**config.mk**
```make
export PLATFORM = sky130hd
export DESIGN_NAME = incubator_climate_and_day_control_flat
export DESIGN_NICKNAME = d
export VERILOG_FILES = /design/src/icdc_pkg.sv /design/src/icdc_req_if.sv /design/src/icdc_rsp_if.sv /design/src/icdc_csr.sv /design/src/icdc_clock.sv /design/src/icdc_climate.sv /design/src/incubator_climate_and_day_control.sv /design/src/flat_wrapper.sv
export SDC_FILE = /design/constraint.sdc
export NUM_CORES = 1
export LEC_CHECK = 0
export BUFFER_PORTS_ARGS = -buffer_cell sky130_fd_sc_hd__buf_2
export CORE_ASPECT_RATIO = 0.5
export CORE_MARGIN = 2
export CORE_UTILIZATION = 58
export CTS_BUF_LIST = sky130_fd_sc_hd__clkbuf_16
export DETAILED_ROUTE_END_ITERATION = 8
export PLACE_DENSITY = 0.81
export RECOVER_POWER = 50
export SLEW_MARGIN = 20
export SYNTH_ARGS = -nofsm -noshare
export SYNTH_HDL_FRONTEND = slang
export SYNTH_SLANG_ARGS = --single-unit
```
**constraint.sdc**
```tcl
create_clock -name clock -period 7.88 [get_ports clock]
set_input_delay 0.394 -clock clock [delete_from_list [all_inputs] [get_ports clock]]
set_output_delay 0.394 -clock clock [all_outputs]
set_load 0.01 [all_outputs]
```
**src/icdc_pkg.sv**
```systemverilog
// shared types, widths and constants of the incubator climate and day controller
package icdc_pkg;

   localparam int TEMP_W   = 10;
   localparam int HUM_W    = 10;
   localparam int DAYS_W   = 6;
   localparam int DAY_W    = 8;
   localparam int PERIOD_W = 4;
   localparam int MIN_W    = 6;
   localparam int SEC_W    = 6;
   localparam int TURN_W   = 3;

   localparam int CSR_ADDR_W = 5;
   localparam int CSR_DATA_W = 32;

   localparam int PERIODS_PER_DAY_DEF = 12;
   localparam int TURN_SECONDS_DEF    = 5;

   // fixed temperature thresholds in tenths of a degree
   localparam logic [TEMP_W-1:0] T_ALARM   = 10'd372;
   localparam logic [TEMP_W-1:0] T_EXACT   = 10'd375;
   localparam logic [TEMP_W-1:0] T_CUT     = 10'd382;
   localparam logic [TEMP_W-1:0] T_EXHAUST = 10'd388;

   // countdown reload values
   localparam logic [SEC_W-1:0]    SEC_RELOAD  = 6'd59;
   localparam logic [MIN_W-1:0]    MIN_RELOAD  = 6'd59;
   localparam logic                HOUR_RELOAD = 1'b1;
   localparam logic [DAY_W-1:0]    DAY_FIRST   = 8'd1;
   localparam logic [PERIOD_W-1:0] PERIOD_FIRST = 4'd0;

   // register reset values
   localparam logic [TEMP_W-1:0] TEMP_LOW_RST  = 10'd374;
   localparam logic [TEMP_W-1:0] TEMP_HIGH_RST = 10'd384;
   localparam logic [HUM_W-1:0]  HUM_LO_INC_RST = 10'd450;
   localparam logic [HUM_W-1:0]  HUM_HI_INC_RST = 10'd550;
   localparam logic [HUM_W-1:0]  HUM_LO_HAT_RST = 10'd700;
   localparam logic [HUM_W-1:0]  HUM_HI_HAT_RST = 10'd750;
   localparam logic [DAYS_W-1:0] INC_DAYS_RST   = 6'd18;
   localparam logic [DAYS_W-1:0] HAT_DAYS_RST   = 6'd3;

   typedef enum logic [2:0] {
      REG_TEMP_LOW   = 3'd0,
      REG_TEMP_HIGH  = 3'd1,
      REG_HUM_LO_INC = 3'd2,
      REG_HUM_HI_INC = 3'd3,
      REG_HUM_LO_HAT = 3'd4,
      REG_HUM_HI_HAT = 3'd5,
      REG_INC_DAYS   = 3'd6,
      REG_HAT_DAYS   = 3'd7
   } reg_index_type;

   typedef struct packed {
      logic [TEMP_W-1:0] temp_low_limit;
      logic [TEMP_W-1:0] temp_high_limit;
      logic [HUM_W-1:0]  hum_low_incubating;
      logic [HUM_W-1:0]  hum_high_incubating;
      logic [HUM_W-1:0]  hum_low_hatching;
      logic [HUM_W-1:0]  hum_high_hatching;
      logic [DAYS_W-1:0] incubating_days;
      logic [DAYS_W-1:0] hatching_days;
   } cfg_type;

   typedef struct packed {
      logic                turner_on;
      logic [DAY_W-1:0]    day;
      logic [PERIOD_W-1:0] period;
      logic                hours;
      logic [MIN_W-1:0]    minutes;
      logic [SEC_W-1:0]    seconds;
   } clock_status_type;

   typedef struct packed {
      logic heater_on;
      logic humidifier_on;
      logic circulation_fan_on;
      logic exhaust_fan_on;
      logic alarm_on;
   } climate_status_type;

endpackage

```
**src/icdc_req_if.sv**
```systemverilog
// sample channel carrying one control sample per transfer
interface icdc_req_if;
   logic                              valid;
   logic                              ready;
   logic [icdc_pkg::TEMP_W-1:0]       temperature;
   logic [icdc_pkg::HUM_W-1:0]        humidity;
   logic                              mains_present;
   logic                              second_tick;
   logic                              run;
   logic                              restart;

   modport source (
      output valid, temperature, humidity, mains_present, second_tick, run, restart,
      input  ready
   );
   modport sink (
      input  valid, temperature, humidity, mains_present, second_tick, run, restart,
      output ready
   );
endinterface

```
**src/icdc_rsp_if.sv**
```systemverilog
// result channel carrying drive levels and clock status per transfer
interface icdc_rsp_if;
   logic                              valid;
   logic                              ready;
   logic                              heater_on;
   logic                              humidifier_on;
   logic                              circulation_fan_on;
   logic                              exhaust_fan_on;
   logic                              alarm_on;
   logic                              turner_on;
   logic                              on_gas;
   logic [icdc_pkg::DAY_W-1:0]        day_number;
   logic [icdc_pkg::PERIOD_W-1:0]     period_of_day;
   logic                              hours_left;
   logic [icdc_pkg::MIN_W-1:0]        minutes_left;
   logic [icdc_pkg::SEC_W-1:0]        seconds_left;

   modport source (
      output valid, heater_on, humidifier_on, circulation_fan_on, exhaust_fan_on,
             alarm_on, turner_on, on_gas, day_number, period_of_day, hours_left,
             minutes_left, seconds_left,
      input  ready
   );
   modport sink (
      input  valid, heater_on, humidifier_on, circulation_fan_on, exhaust_fan_on,
             alarm_on, turner_on, on_gas, day_number, period_of_day, hours_left,
             minutes_left, seconds_left,
      output ready
   );
endinterface

```
**src/icdc_csr.sv**
```systemverilog
// configuration register file behind the apb-style port
module icdc_csr (
   input  logic                              clock,
   input  logic                              reset,
   input  logic                              psel,
   input  logic                              penable,
   input  logic                              pwrite,
   input  logic [icdc_pkg::CSR_ADDR_W-1:0]   paddr,
   input  logic [icdc_pkg::CSR_DATA_W-1:0]   pwdata,
   output logic [icdc_pkg::CSR_DATA_W-1:0]   prdata,
   output logic                              pready,
   output icdc_pkg::cfg_type                 cfg
);

   icdc_pkg::cfg_type       cfg_ff;
   icdc_pkg::cfg_type       cfg_in;
   icdc_pkg::reg_index_type reg_sel;
   logic                    wr_en;

   assign reg_sel = icdc_pkg::reg_index_type'(paddr[icdc_pkg::CSR_ADDR_W-1:2]);
   assign wr_en   = psel & penable & pwrite;
   assign pready  = 1'b1;
   assign cfg     = cfg_ff;

   always_comb begin
      cfg_in = cfg_ff;
      if (wr_en) begin
         unique case (reg_sel)
            icdc_pkg::REG_TEMP_LOW:   cfg_in.temp_low_limit      = pwdata[icdc_pkg::TEMP_W-1:0];
            icdc_pkg::REG_TEMP_HIGH:  cfg_in.temp_high_limit     = pwdata[icdc_pkg::TEMP_W-1:0];
            icdc_pkg::REG_HUM_LO_INC: cfg_in.hum_low_incubating  = pwdata[icdc_pkg::HUM_W-1:0];
            icdc_pkg::REG_HUM_HI_INC: cfg_in.hum_high_incubating = pwdata[icdc_pkg::HUM_W-1:0];
            icdc_pkg::REG_HUM_LO_HAT: cfg_in.hum_low_hatching    = pwdata[icdc_pkg::HUM_W-1:0];
            icdc_pkg::REG_HUM_HI_HAT: cfg_in.hum_high_hatching   = pwdata[icdc_pkg::HUM_W-1:0];
            icdc_pkg::REG_INC_DAYS:   cfg_in.incubating_days     = pwdata[icdc_pkg::DAYS_W-1:0];
            icdc_pkg::REG_HAT_DAYS:   cfg_in.hatching_days       = pwdata[icdc_pkg::DAYS_W-1:0];
         endcase
      end
   end

   always_comb begin
      prdata = '0;
      unique case (reg_sel)
         icdc_pkg::REG_TEMP_LOW:   prdata[icdc_pkg::TEMP_W-1:0] = cfg_ff.temp_low_limit;
         icdc_pkg::REG_TEMP_HIGH:  prdata[icdc_pkg::TEMP_W-1:0] = cfg_ff.temp_high_limit;
         icdc_pkg::REG_HUM_LO_INC: prdata[icdc_pkg::HUM_W-1:0]  = cfg_ff.hum_low_incubating;
         icdc_pkg::REG_HUM_HI_INC: prdata[icdc_pkg::HUM_W-1:0]  = cfg_ff.hum_high_incubating;
         icdc_pkg::REG_HUM_LO_HAT: prdata[icdc_pkg::HUM_W-1:0]  = cfg_ff.hum_low_hatching;
         icdc_pkg::REG_HUM_HI_HAT: prdata[icdc_pkg::HUM_W-1:0]  = cfg_ff.hum_high_hatching;
         icdc_pkg::REG_INC_DAYS:   prdata[icdc_pkg::DAYS_W-1:0] = cfg_ff.incubating_days;
         icdc_pkg::REG_HAT_DAYS:   prdata[icdc_pkg::DAYS_W-1:0] = cfg_ff.hatching_days;
      endcase
   end

   always_ff @(posedge clock) begin
      if (reset) begin
         cfg_ff.temp_low_limit      <= icdc_pkg::TEMP_LOW_RST;
         cfg_ff.temp_high_limit     <= icdc_pkg::TEMP_HIGH_RST;
         cfg_ff.hum_low_incubating  <= icdc_pkg::HUM_LO_INC_RST;
         cfg_ff.hum_high_incubating <= icdc_pkg::HUM_HI_INC_RST;
         cfg_ff.hum_low_hatching    <= icdc_pkg::HUM_LO_HAT_RST;
         cfg_ff.hum_high_hatching   <= icdc_pkg::HUM_HI_HAT_RST;
         cfg_ff.incubating_days     <= icdc_pkg::INC_DAYS_RST;
         cfg_ff.hatching_days       <= icdc_pkg::HAT_DAYS_RST;
      end else begin
         cfg_ff <= cfg_in;
      end
   end

endmodule

```
**src/icdc_clock.sv**
```systemverilog
// countdown clock, day counter and egg turner timing
module icdc_clock #(
   parameter int PERIODS_PER_DAY = icdc_pkg::PERIODS_PER_DAY_DEF,
   parameter int TURN_SECONDS    = icdc_pkg::TURN_SECONDS_DEF
) (
   input  logic                             clock,
   input  logic                             reset,
   input  logic                             advance,
   input  logic                             tick,
   input  logic                             restart,
   input  logic [icdc_pkg::DAYS_W-1:0]      incubating_days,
   input  logic [icdc_pkg::DAYS_W-1:0]      hatching_days,
   output icdc_pkg::clock_status_type       status_next
);

   localparam logic [icdc_pkg::PERIOD_W-1:0] PERIOD_LAST =
      icdc_pkg::PERIOD_W'(PERIODS_PER_DAY - 1);
   localparam logic [icdc_pkg::TURN_W-1:0] TURN_LAST = icdc_pkg::TURN_W'(TURN_SECONDS);

   logic                              turner_ff, turner_in;
   logic [icdc_pkg::TURN_W-1:0]       turn_sec_ff, turn_sec_in;
   logic [icdc_pkg::SEC_W-1:0]        sec_ff, sec_in;
   logic [icdc_pkg::MIN_W-1:0]        min_ff, min_in;
   logic                              hour_ff, hour_in;
   logic [icdc_pkg::PERIOD_W-1:0]     period_ff, period_in;
   logic [icdc_pkg::DAY_W-1:0]        day_ff, day_in;
   logic [icdc_pkg::TURN_W-1:0]       turn_sec_inc;
   logic [icdc_pkg::PERIOD_W-1:0]     period_inc;
   logic [icdc_pkg::DAY_W-1:0]        day_inc;
   logic [icdc_pkg::DAY_W-1:0]        day_limit;
   logic                              boundary;

   assign turn_sec_inc = turn_sec_ff + 1'b1;
   assign period_inc   = period_ff + 1'b1;
   assign day_inc      = day_ff + 1'b1;
   assign day_limit    = icdc_pkg::DAY_W'(incubating_days) + icdc_pkg::DAY_W'(hatching_days)
                         + icdc_pkg::DAY_W'(2);

   always_comb begin
      turner_in   = turner_ff;
      turn_sec_in = turn_sec_ff;
      sec_in      = sec_ff;
      min_in      = min_ff;
      hour_in     = hour_ff;
      period_in   = period_ff;
      day_in      = day_ff;
      boundary    = 1'b0;

      // running turner counts its seconds and stops after the turn time
      if (tick && turner_ff) begin
         if (turn_sec_inc >= TURN_LAST) begin
            turner_in   = 1'b0;
            turn_sec_in = '0;
         end else begin
            turn_sec_in = turn_sec_inc;
         end
      end

      if (restart) begin
         sec_in    = icdc_pkg::SEC_RELOAD;
         min_in    = icdc_pkg::MIN_RELOAD;
         hour_in   = icdc_pkg::HOUR_RELOAD;
         period_in = icdc_pkg::PERIOD_FIRST;
         day_in    = icdc_pkg::DAY_FIRST;
      end else if (tick) begin
         if (sec_ff != '0) begin
            sec_in = sec_ff - 1'b1;
         end else begin
            sec_in = icdc_pkg::SEC_RELOAD;
            if (min_ff != '0) begin
               min_in = min_ff - 1'b1;
            end else begin
               min_in = icdc_pkg::MIN_RELOAD;
               if (hour_ff) begin
                  hour_in = 1'b0;
               end else begin
                  hour_in  = icdc_pkg::HOUR_RELOAD;
                  boundary = 1'b1;
                  if (period_inc > PERIOD_LAST) begin
                     period_in = '0;
                     day_in    = (day_inc > day_limit) ? icdc_pkg::DAY_FIRST : day_inc;
                  end else begin
                     period_in = period_inc;
                  end
               end
            end
         end
         if (boundary && (day_ff < icdc_pkg::DAY_W'(incubating_days))) begin
            turner_in   = 1'b1;
            turn_sec_in = '0;
         end
      end
   end

   assign status_next = '{turner_on: turner_in, day: day_in, period: period_in,
                          hours: hour_in, minutes: min_in, seconds: sec_in};

   always_ff @(posedge clock) begin
      if (reset) begin
         turner_ff   <= 1'b0;
         turn_sec_ff <= '0;
         sec_ff      <= icdc_pkg::SEC_RELOAD;
         min_ff      <= icdc_pkg::MIN_RELOAD;
         hour_ff     <= icdc_pkg::HOUR_RELOAD;
         period_ff   <= icdc_pkg::PERIOD_FIRST;
         day_ff      <= icdc_pkg::DAY_FIRST;
      end else if (advance) begin
         turner_ff   <= turner_in;
         turn_sec_ff <= turn_sec_in;
         sec_ff      <= sec_in;
         min_ff      <= min_in;
         hour_ff     <= hour_in;
         period_ff   <= period_in;
         day_ff      <= day_in;
      end
   end

   a_restart_loads: assert property (@(posedge clock) disable iff (reset)
      advance && restart |=> day_ff == icdc_pkg::DAY_FIRST &&
                             period_ff == icdc_pkg::PERIOD_FIRST &&
                             sec_ff == icdc_pkg::SEC_RELOAD)
      else $error("restart did not reload the clock");

   a_no_tick_holds: assert property (@(posedge clock) disable iff (reset)
      advance && !restart && !tick |=>
         $stable({day_ff, period_ff, hour_ff, min_ff, sec_ff}))
      else $error("clock moved without a tick");

   a_turner_count: assert property (@(posedge clock) disable iff (reset)
      turner_ff |-> turn_sec_ff < TURN_LAST)
      else $error("turner ran past its turn time");

endmodule

```
**src/icdc_climate.sv**
```systemverilog
// heater, humidifier, fans and low-temperature alarm levels
module icdc_climate (
   input  logic                             clock,
   input  logic                             reset,
   input  logic                             advance,
   input  logic [icdc_pkg::TEMP_W-1:0]      temperature,
   input  logic [icdc_pkg::HUM_W-1:0]       humidity,
   input  logic                             mains_present,
   input  logic                             tick,
   input  logic                             run,
   input  logic [icdc_pkg::DAY_W-1:0]       day_next,
   input  icdc_pkg::cfg_type                cfg,
   output icdc_pkg::climate_status_type     status_next
);

   logic heater_ff, heater_in;
   logic humid_ff, humid_in;
   logic fan_ff, fan_in;
   logic exhaust_ff, exhaust_in;
   logic alarm_ff, alarm_in;
   logic blink_ff, blink_in;
   logic [icdc_pkg::HUM_W-1:0] hum_lo, hum_hi;
   logic cold;

   assign cold = temperature <= cfg.temp_low_limit;

   always_comb begin
      if (day_next <= icdc_pkg::DAY_W'(cfg.incubating_days)) begin
         hum_lo = cfg.hum_low_incubating;
         hum_hi = cfg.hum_high_incubating;
      end else begin
         hum_lo = cfg.hum_low_hatching;
         hum_hi = cfg.hum_high_hatching;
      end
   end

   always_comb begin
      heater_in  = heater_ff;
      humid_in   = humid_ff;
      exhaust_in = exhaust_ff;
      alarm_in   = alarm_ff;
      blink_in   = blink_ff;
      fan_in     = run;
      if (run) begin
         // later checks win over earlier ones
         if (cold && mains_present) heater_in = 1'b1;
         if ((temperature == icdc_pkg::T_EXACT) && mains_present) heater_in = 1'b1;
         if ((temperature >= icdc_pkg::T_CUT) && mains_present) heater_in = 1'b0;
         if (temperature >= cfg.temp_high_limit) heater_in = 1'b0;
         alarm_in = cold ? blink_ff : 1'b0;
         if (tick) blink_in = (temperature < icdc_pkg::T_ALARM) ? ~blink_ff : 1'b0;
         exhaust_in = temperature > icdc_pkg::T_EXHAUST;
         if (humidity < hum_lo) humid_in = 1'b1;
         if (humidity >= hum_hi) humid_in = 1'b0;
      end else begin
         heater_in = 1'b0;
      end
   end

   assign status_next = '{heater_on: heater_in, humidifier_on: humid_in,
                          circulation_fan_on: fan_in, exhaust_fan_on: exhaust_in,
                          alarm_on: alarm_in};

   always_ff @(posedge clock) begin
      if (reset) begin
         heater_ff  <= 1'b0;
         humid_ff   <= 1'b0;
         fan_ff     <= 1'b0;
         exhaust_ff <= 1'b0;
         alarm_ff   <= 1'b0;
         blink_ff   <= 1'b0;
      end else if (advance) begin
         heater_ff  <= heater_in;
         humid_ff   <= humid_in;
         fan_ff     <= fan_in;
         exhaust_ff <= exhaust_in;
         alarm_ff   <= alarm_in;
         blink_ff   <= blink_in;
      end
   end

   a_idle_heater_off: assert property (@(posedge clock) disable iff (reset)
      advance && !run |=> !heater_ff && !fan_ff)
      else $error("heater or fan left on while not running");

endmodule

```
**src/incubator_climate_and_day_control.sv**
```systemverilog
// top level of the incubator climate and day controller
// Takes one control sample per transfer and returns one result per sample.
// A sample is captured in an input register, and all climate and clock updates
// are worked out in one short combinational pass into the result register, so
// a new sample is taken every cycle unless the result side stalls; its result
// is offered from the result register. The result register and the input
// register let a new sample enter while a finished result still waits; only
// when both are full and the result side stalls does the sample side stall.
// The clock (seconds, minutes, two-hour periods, days) and the egg turner
// move on samples that carry a second tick. Limits and phase lengths are
// written through the apb-style port at byte address 4 * index; the user
// must write them only while no sample is in flight, which the block does
// not enforce. There is no clearing pass after reset.
module incubator_climate_and_day_control #(
   parameter int PERIODS_PER_DAY = icdc_pkg::PERIODS_PER_DAY_DEF,
   parameter int TURN_SECONDS    = icdc_pkg::TURN_SECONDS_DEF
) (
   input  logic                              clock,
   input  logic                              reset,
   icdc_req_if.sink                          req_bus,
   icdc_rsp_if.source                        rsp_bus,
   input  logic                              psel,
   input  logic                              penable,
   input  logic                              pwrite,
   input  logic [icdc_pkg::CSR_ADDR_W-1:0]   paddr,
   input  logic [icdc_pkg::CSR_DATA_W-1:0]   pwdata,
   output logic [icdc_pkg::CSR_DATA_W-1:0]   prdata,
   output logic                              pready
);

   icdc_pkg::cfg_type             cfg;
   icdc_pkg::clock_status_type    clk_next;
   icdc_pkg::climate_status_type  clim_next;

   // input register
   logic                          smp_valid_ff, smp_valid_in;
   logic [icdc_pkg::TEMP_W-1:0]   smp_temp_ff;
   logic [icdc_pkg::HUM_W-1:0]    smp_hum_ff;
   logic                          smp_mains_ff;
   logic                          smp_tick_ff;
   logic                          smp_run_ff;
   logic                          smp_restart_ff;

   // result register
   logic                          res_valid_ff, res_valid_in;
   icdc_pkg::clock_status_type    res_clk_ff;
   icdc_pkg::climate_status_type  res_clim_ff;
   logic                          res_gas_ff;

   logic req_take;
   logic advance;

   // the held sample moves on when the result register is free or being emptied
   assign advance      = smp_valid_ff & (~res_valid_ff | rsp_bus.ready);
   assign req_bus.ready = ~smp_valid_ff | advance;
   assign req_take     = req_bus.valid & req_bus.ready;

   assign smp_valid_in = req_take | (smp_valid_ff & ~advance);
   assign res_valid_in = advance | (res_valid_ff & ~rsp_bus.ready);

   icdc_csr u_csr (
      .clock   (clock),
      .reset   (reset),
      .psel    (psel),
      .penable (penable),
      .pwrite  (pwrite),
      .paddr   (paddr),
      .pwdata  (pwdata),
      .prdata  (prdata),
      .pready  (pready),
      .cfg     (cfg)
   );

   icdc_clock #(
      .PERIODS_PER_DAY (PERIODS_PER_DAY),
      .TURN_SECONDS    (TURN_SECONDS)
   ) u_clock (
      .clock           (clock),
      .reset           (reset),
      .advance         (advance),
      .tick            (smp_tick_ff),
      .restart         (smp_restart_ff),
      .incubating_days (cfg.incubating_days),
      .hatching_days   (cfg.hatching_days),
      .status_next     (clk_next)
   );

   // humidity phase follows the day as it stands after this sample's tick
   icdc_climate u_climate (
      .clock         (clock),
      .reset         (reset),
      .advance       (advance),
      .temperature   (smp_temp_ff),
      .humidity      (smp_hum_ff),
      .mains_present (smp_mains_ff),
      .tick          (smp_tick_ff),
      .run           (smp_run_ff),
      .day_next      (clk_next.day),
      .cfg           (cfg),
      .status_next   (clim_next)
   );

   always_ff @(posedge clock) begin
      if (reset) begin
         smp_valid_ff <= 1'b0;
         res_valid_ff <= 1'b0;
      end else begin
         smp_valid_ff <= smp_valid_in;
         res_valid_ff <= res_valid_in;
      end
   end

   // payload registers, no reset
   always_ff @(posedge clock) begin
      if (req_take) begin
         smp_temp_ff    <= req_bus.temperature;
         smp_hum_ff     <= req_bus.humidity;
         smp_mains_ff   <= req_bus.mains_present;
         smp_tick_ff    <= req_bus.second_tick;
         smp_run_ff     <= req_bus.run;
         smp_restart_ff <= req_bus.restart;
      end
      if (advance) begin
         res_clk_ff  <= clk_next;
         res_clim_ff <= clim_next;
         res_gas_ff  <= ~smp_mains_ff;
      end
   end

   assign rsp_bus.valid              = res_valid_ff;
   assign rsp_bus.heater_on          = res_clim_ff.heater_on;
   assign rsp_bus.humidifier_on      = res_clim_ff.humidifier_on;
   assign rsp_bus.circulation_fan_on = res_clim_ff.circulation_fan_on;
   assign rsp_bus.exhaust_fan_on     = res_clim_ff.exhaust_fan_on;
   assign rsp_bus.alarm_on           = res_clim_ff.alarm_on;
   assign rsp_bus.turner_on          = res_clk_ff.turner_on;
   assign rsp_bus.on_gas             = res_gas_ff;
   assign rsp_bus.day_number         = res_clk_ff.day;
   assign rsp_bus.period_of_day      = res_clk_ff.period;
   assign rsp_bus.hours_left         = res_clk_ff.hours;
   assign rsp_bus.minutes_left       = res_clk_ff.minutes;
   assign rsp_bus.seconds_left       = res_clk_ff.seconds;

   a_advance_fills_result: assert property (@(posedge clock) disable iff (reset)
      advance |=> res_valid_ff)
      else $error("result register not loaded after a sample moved on");

   a_no_lost_sample: assert property (@(posedge clock) disable iff (reset)
      smp_valid_ff && !advance |=> smp_valid_ff && $stable(smp_temp_ff))
      else $error("held sample dropped or changed before it moved on");

endmodule
```
**src/flat_wrapper.sv**
```systemverilog
// flat-port wrapper written by rule: the top's interface ports become plain ports
module incubator_climate_and_day_control_flat 
#(
   parameter int PERIODS_PER_DAY = icdc_pkg::PERIODS_PER_DAY_DEF,
   parameter int TURN_SECONDS    = icdc_pkg::TURN_SECONDS_DEF
)
  (clock, reset, psel, penable, pwrite, paddr, pwdata, prdata, pready, req_bus_valid, req_bus_temperature, req_bus_humidity, req_bus_mains_present, req_bus_second_tick, req_bus_run, req_bus_restart, req_bus_ready, rsp_bus_valid, rsp_bus_heater_on, rsp_bus_humidifier_on, rsp_bus_circulation_fan_on, rsp_bus_exhaust_fan_on, rsp_bus_alarm_on, rsp_bus_turner_on, rsp_bus_on_gas, rsp_bus_day_number, rsp_bus_period_of_day, rsp_bus_hours_left, rsp_bus_minutes_left, rsp_bus_seconds_left, rsp_bus_ready);
  icdc_req_if req_bus_i ();
  icdc_rsp_if rsp_bus_i ();
  input  logic clock;
  input  logic reset;
  input  logic psel;
  input  logic penable;
  input  logic pwrite;
  input  logic [icdc_pkg::CSR_ADDR_W-1:0] paddr;
  input  logic [icdc_pkg::CSR_DATA_W-1:0] pwdata;
  output logic [icdc_pkg::CSR_DATA_W-1:0] prdata;
  output logic pready;
  input wire logic [$bits(req_bus_i.valid)-1:0] req_bus_valid;
  input wire logic [$bits(req_bus_i.temperature)-1:0] req_bus_temperature;
  input wire logic [$bits(req_bus_i.humidity)-1:0] req_bus_humidity;
  input wire logic [$bits(req_bus_i.mains_present)-1:0] req_bus_mains_present;
  input wire logic [$bits(req_bus_i.second_tick)-1:0] req_bus_second_tick;
  input wire logic [$bits(req_bus_i.run)-1:0] req_bus_run;
  input wire logic [$bits(req_bus_i.restart)-1:0] req_bus_restart;
  output wire logic [$bits(req_bus_i.ready)-1:0] req_bus_ready;
  output wire logic [$bits(rsp_bus_i.valid)-1:0] rsp_bus_valid;
  output wire logic [$bits(rsp_bus_i.heater_on)-1:0] rsp_bus_heater_on;
  output wire logic [$bits(rsp_bus_i.humidifier_on)-1:0] rsp_bus_humidifier_on;
  output wire logic [$bits(rsp_bus_i.circulation_fan_on)-1:0] rsp_bus_circulation_fan_on;
  output wire logic [$bits(rsp_bus_i.exhaust_fan_on)-1:0] rsp_bus_exhaust_fan_on;
  output wire logic [$bits(rsp_bus_i.alarm_on)-1:0] rsp_bus_alarm_on;
  output wire logic [$bits(rsp_bus_i.turner_on)-1:0] rsp_bus_turner_on;
  output wire logic [$bits(rsp_bus_i.on_gas)-1:0] rsp_bus_on_gas;
  output wire logic [$bits(rsp_bus_i.day_number)-1:0] rsp_bus_day_number;
  output wire logic [$bits(rsp_bus_i.period_of_day)-1:0] rsp_bus_period_of_day;
  output wire logic [$bits(rsp_bus_i.hours_left)-1:0] rsp_bus_hours_left;
  output wire logic [$bits(rsp_bus_i.minutes_left)-1:0] rsp_bus_minutes_left;
  output wire logic [$bits(rsp_bus_i.seconds_left)-1:0] rsp_bus_seconds_left;
  input wire logic [$bits(rsp_bus_i.ready)-1:0] rsp_bus_ready;
  assign req_bus_i.valid = req_bus_valid;
  assign req_bus_i.temperature = req_bus_temperature;
  assign req_bus_i.humidity = req_bus_humidity;
  assign req_bus_i.mains_present = req_bus_mains_present;
  assign req_bus_i.second_tick = req_bus_second_tick;
  assign req_bus_i.run = req_bus_run;
  assign req_bus_i.restart = req_bus_restart;
  assign req_bus_ready = req_bus_i.ready;
  assign rsp_bus_valid = rsp_bus_i.valid;
  assign rsp_bus_heater_on = rsp_bus_i.heater_on;
  assign rsp_bus_humidifier_on = rsp_bus_i.humidifier_on;
  assign rsp_bus_circulation_fan_on = rsp_bus_i.circulation_fan_on;
  assign rsp_bus_exhaust_fan_on = rsp_bus_i.exhaust_fan_on;
  assign rsp_bus_alarm_on = rsp_bus_i.alarm_on;
  assign rsp_bus_turner_on = rsp_bus_i.turner_on;
  assign rsp_bus_on_gas = rsp_bus_i.on_gas;
  assign rsp_bus_day_number = rsp_bus_i.day_number;
  assign rsp_bus_period_of_day = rsp_bus_i.period_of_day;
  assign rsp_bus_hours_left = rsp_bus_i.hours_left;
  assign rsp_bus_minutes_left = rsp_bus_i.minutes_left;
  assign rsp_bus_seconds_left = rsp_bus_i.seconds_left;
  assign rsp_bus_i.ready = rsp_bus_ready;
  incubator_climate_and_day_control #(.PERIODS_PER_DAY(PERIODS_PER_DAY), .TURN_SECONDS(TURN_SECONDS)) u_core (.clock(clock), .reset(reset), .req_bus(req_bus_i), .rsp_bus(rsp_bus_i), .psel(psel), .penable(penable), .pwrite(pwrite), .paddr(paddr), .pwdata(pwdata), .prdata(prdata), .pready(pready));
endmodule
```
==> impl_metrics.json <==
{
  "synth-edff-count": 56,
  "initial_core_util_pct": 58.81,
  "drcViolationCount": 0,
  "yosysSeqAreaShare_pct": 40.28,
  "cts_tree": "done",
  "ant_nets": 0,
  "slew_headroom_pct": -17.16,
  "grt_pass1_vias": 7356,
  "row_count": 33,
  "num_vias": 8021,
  "drive_gt1_share_pct": 9.730,
  "finalSetupTns_ps": 0,
  "highest_layer": "met4",
  "clock-root-buffer": "clkbuf_16",
  "drtIter0Drc": 899,
  "drt-met1-wl_mm": 10.59,
  "worst-path-max-fanout": 8,
  "finalSetupViolations": 0,
  "status": "finished, violations left",
  "power_density_mw_per_mm2": 177.5,
  "dr_wl_met2_mm": 10.69,
  "fin_ws_ps": 526.3,
  "syn_inst": 1024,
  "syn-cell-area_mm2": 0.009543,
  "max_freq_mhz": 136.0,
  "synth_top_area_share_pct": 22.66,
  "crit_arrival_ps": 7620,
  "peakVddDrop_v": 0.0001559,
  "total_power_mw": 1.878,
  "place_congestion": 0.9080,
  "grt_max_degree": 108,
  "hold_buffers": 0,
  "yosysMostFrequentCell": "nor2_1",
  "cp_top_family": "compound AO/OA/AOI/OAI gates",
  "antenna_found_initial": 0,
  "cts.clk_slew.worst_paths_ps": 70,
  "hold_class": "input pin to flip-flop",
  "cts_inserted_buffers": 17,
  "area_delta_synth_final_pct": 10.88,
  "post-route-period-util_pct": 93.32,
  "critPathKind": "flip-flop to flip-flop",
  "drt_first_pass_iters": 5,
  "clock_latency_ps": 440,
  "synth_async_sr_flop_share_pct": 0,
  "io_buffers": 87,
  "finalCriticalPeriod_ps": 7354,
  "met3_length_mm": 1.668,
  "synthTopCellsByArea": "dfxtp_1 23%, edfxtp_1 18%, ha_1 10%",
  "synth.avg_cell_area_um2": 9.319,
  "yosys_register_bits": 164,
  "fill_cells": 1361,
  "slowest_delay_ps": 550,
  "critPathBufInv": 4,
  "violations": "capacitance limit, slew limit",
  "reg2reg_slack_ps": 530,
  "p_leak_nw": 4.213,
  "die_area_mm2": 0.01756,
  "cts-htree-levels": 4,
  "crit_path_end": "u_core.rsp_bus.humidifier_on$_DFFE_PP_",
  "r2r-end": "u_core.rsp_bus.humidifier_on$_DFFE_PP_",
  "rsz0062_at_grt": "false",
  "yosys-top-cells-count": "124 x nor2_1, 108 x dfxtp_1, 76 x ha_1, 68 x nand2_1",
  "wirelength_mm": 23.61,
  "wire_per_inst_um": 17.66,
  "fin_skew_ps": 11.90,
  "cp_common_cell": "ha_1",
  "antenna-diode-count": 0,
  "detailed_place_hpwl_mm": 16.03,
  "yosysTopAreaCell": "dfxtp_1",
  "cp.required_ps": 8140,
  "startpoint_type": "flip-flop",
  "hold_viol_final": 0,
  "synth_ff_type": "dfxtp_1",
  "startpoint": "u_core.u_csr.cfg[7]$_SDFFE_PP1P_",
  "path_depth": 34,
  "grt_pass1_wl_mm": 37.29,
  "grt_remaining_overflow": 0,
  "cts.path.max_buffers": 2,
  "reg2regPathDepth": 34,
  "final_max_slew_viol_count": 56,
  "post-place-ws_ps": 489.4,
  "grt_usage_pct": 27.39,
  "drv_cap": 2,
  "cts.sinks": 164,
  "die_w_um": 185.4,
  "worst_slew_pin_slew_ps": 1756,
  "io_pins": 135,
  "die_h_um": 94.70,
  "vias_per_cell": 5.999,
  "core_mm2": 0.01623,
  "synth_cell_type_count": 78,
  "ys_warn_count": 0,
  "cp-end-kind": "flip-flop",
  "finalNetCount": 1242,
  "crit_slowest_cell": "a311oi_1",
  "r2r-start": "u_core.u_csr.cfg[7]$_SDFFE_PP1P_"
}
area by class of cell:
class	instances	area, µm²	share of cell area [%]
inverters	57	214.0	2.022
clock inverters	15	116.4	1.100
flip-flops and latches	164	3844	36.32
clock buffers	17	425.4	4.020
repair buffers	105	528.0	4.990
well taps	227	284.0	2.684
multi-input cells	752	5170	48.86
report_power, final:
group / switching (mW) / total (mW) / internal (mW)
registers: 0.0196 / 0.918 / 0.899
logic: 0.111 / 0.174 / 0.0626
clock network: 0.356 / 0.786 / 0.430
kinds of logic (layout without fill, tap and decap cells):
family	after synthesis	count (layout)	share of synthesized area (%)
DFF	164	164	40.28
xor gates and xnor gates	16	16	1.469
and+or+nand+nor	332	332	16.97
buffers and inverters	129	194	6.451
adders and majority gates	77	77	10.17
muxes	69	69	7.316
other	2	23	0.07870
AOI/OAI and AO/OA	235	235	17.27
worst reg2reg max path: cells and delay by family, from the launching register on:
kind / cells / cell delay [ps]
AO/OA/AOI/OAI: 14 / 3090
multiplexers: 1 / 290
buffers and inverters: 4 / 470
AND/OR/NAND/NOR: 9 / 1310
flip-flops: 1 / 340
adder cells (fa/ha/maj): 6 / 1680
per-layer routing:
metal	vias to the layer above	track usage [%]
met2	355	44.50
met4	0	9.259
met1	3804	36.56
li1	3794	-
met5	-	0
met3	68	5.862
stage by stage:
stage	utilization, %	std cells	hold slack [ps]	cell area [µm²]
floorplan	-	1045	431.7	9622
global placement	61.84	1299	441.3	10030
detailed placement	61.84	1299	449.6	10030
CTS	65.18	1331	123.9	10580
global route	65.21	1337	123.4	10580
finish	65.21	1337	129.2	10580
layout by cell type, fill, tap and decap left out, types with 12 or more instances in the layout:
cell type  count
mux2i_1       66
edfxtp_1      56
dfxtp_1      108
nor3_1        19
nand3_1       16
o21ai_0       34
nand4_1       12
a21oi_1       65
nor2_1       124
nor2b_1       31
inv_1         58
nand2b_1      18
nand2_1       69
buf_2         52
buf_4         12
clkbuf_1      39
ha_1          76
a211o_1       45
clkbuf_16     17
conb_1        23
repair_timing:
item	4_1_cts	5_1_grt
buffers inserted	0	6
endpoints found under the setup margin	0	2
resized for setup	0	1
worst min-delay path by stage:
| stage | start | to | slack [ps] | cells past startpoint |
|---|---|---|---|---|
| final | req_bus_humidity[0] | u_core.smp_hum_ff[0]$_DFFE_PP_ | 130 | 1 |
| after CTS | req_bus_humidity[0] | u_core.smp_hum_ff[0]$_DFFE_PP_ | 120 | 1 |
| after global routing | req_bus_humidity[0] | u_core.smp_hum_ff[0]$_DFFE_PP_ | 120 | 1 |
| after detailed placement | u_core.u_csr.cfg[56]$_SDFFE_PP0P_ | u_core.u_csr.cfg[56]$_SDFFE_PP0P_ | 450 | 2 |
| after floorplan | u_core.u_climate.exhaust_ff$_SDFFE_PP0P_ | u_core.u_climate.exhaust_ff$_SDFFE_PP0P_ | 430 | 2 |
| after global placement | u_core.u_csr.cfg[57]$_SDFFE_PP0P_ | u_core.u_csr.cfg[57]$_SDFFE_PP0P_ | 440 | 2 |
flip-flops by register name (all words and copies together), names as in the netlist, 3 cells and up:
signal,count
u_core.u_csr.cfg,72
u_core.rsp_bus.minutes_left,6
u_core.u_clock.day_ff,8
u_core.rsp_bus.period_of_day,4
u_core.u_clock.turn_sec_ff,3
u_core.rsp_bus.seconds_left,6
u_core.smp_hum_ff,10
u_core.u_clock.period_ff,4
u_core.u_clock.sec_ff,6
u_core.rsp_bus.day_number,8
u_core.u_clock.min_ff,6
u_core.smp_temp_ff,10
Note: power is estimated with default switching activity, not from simulation.
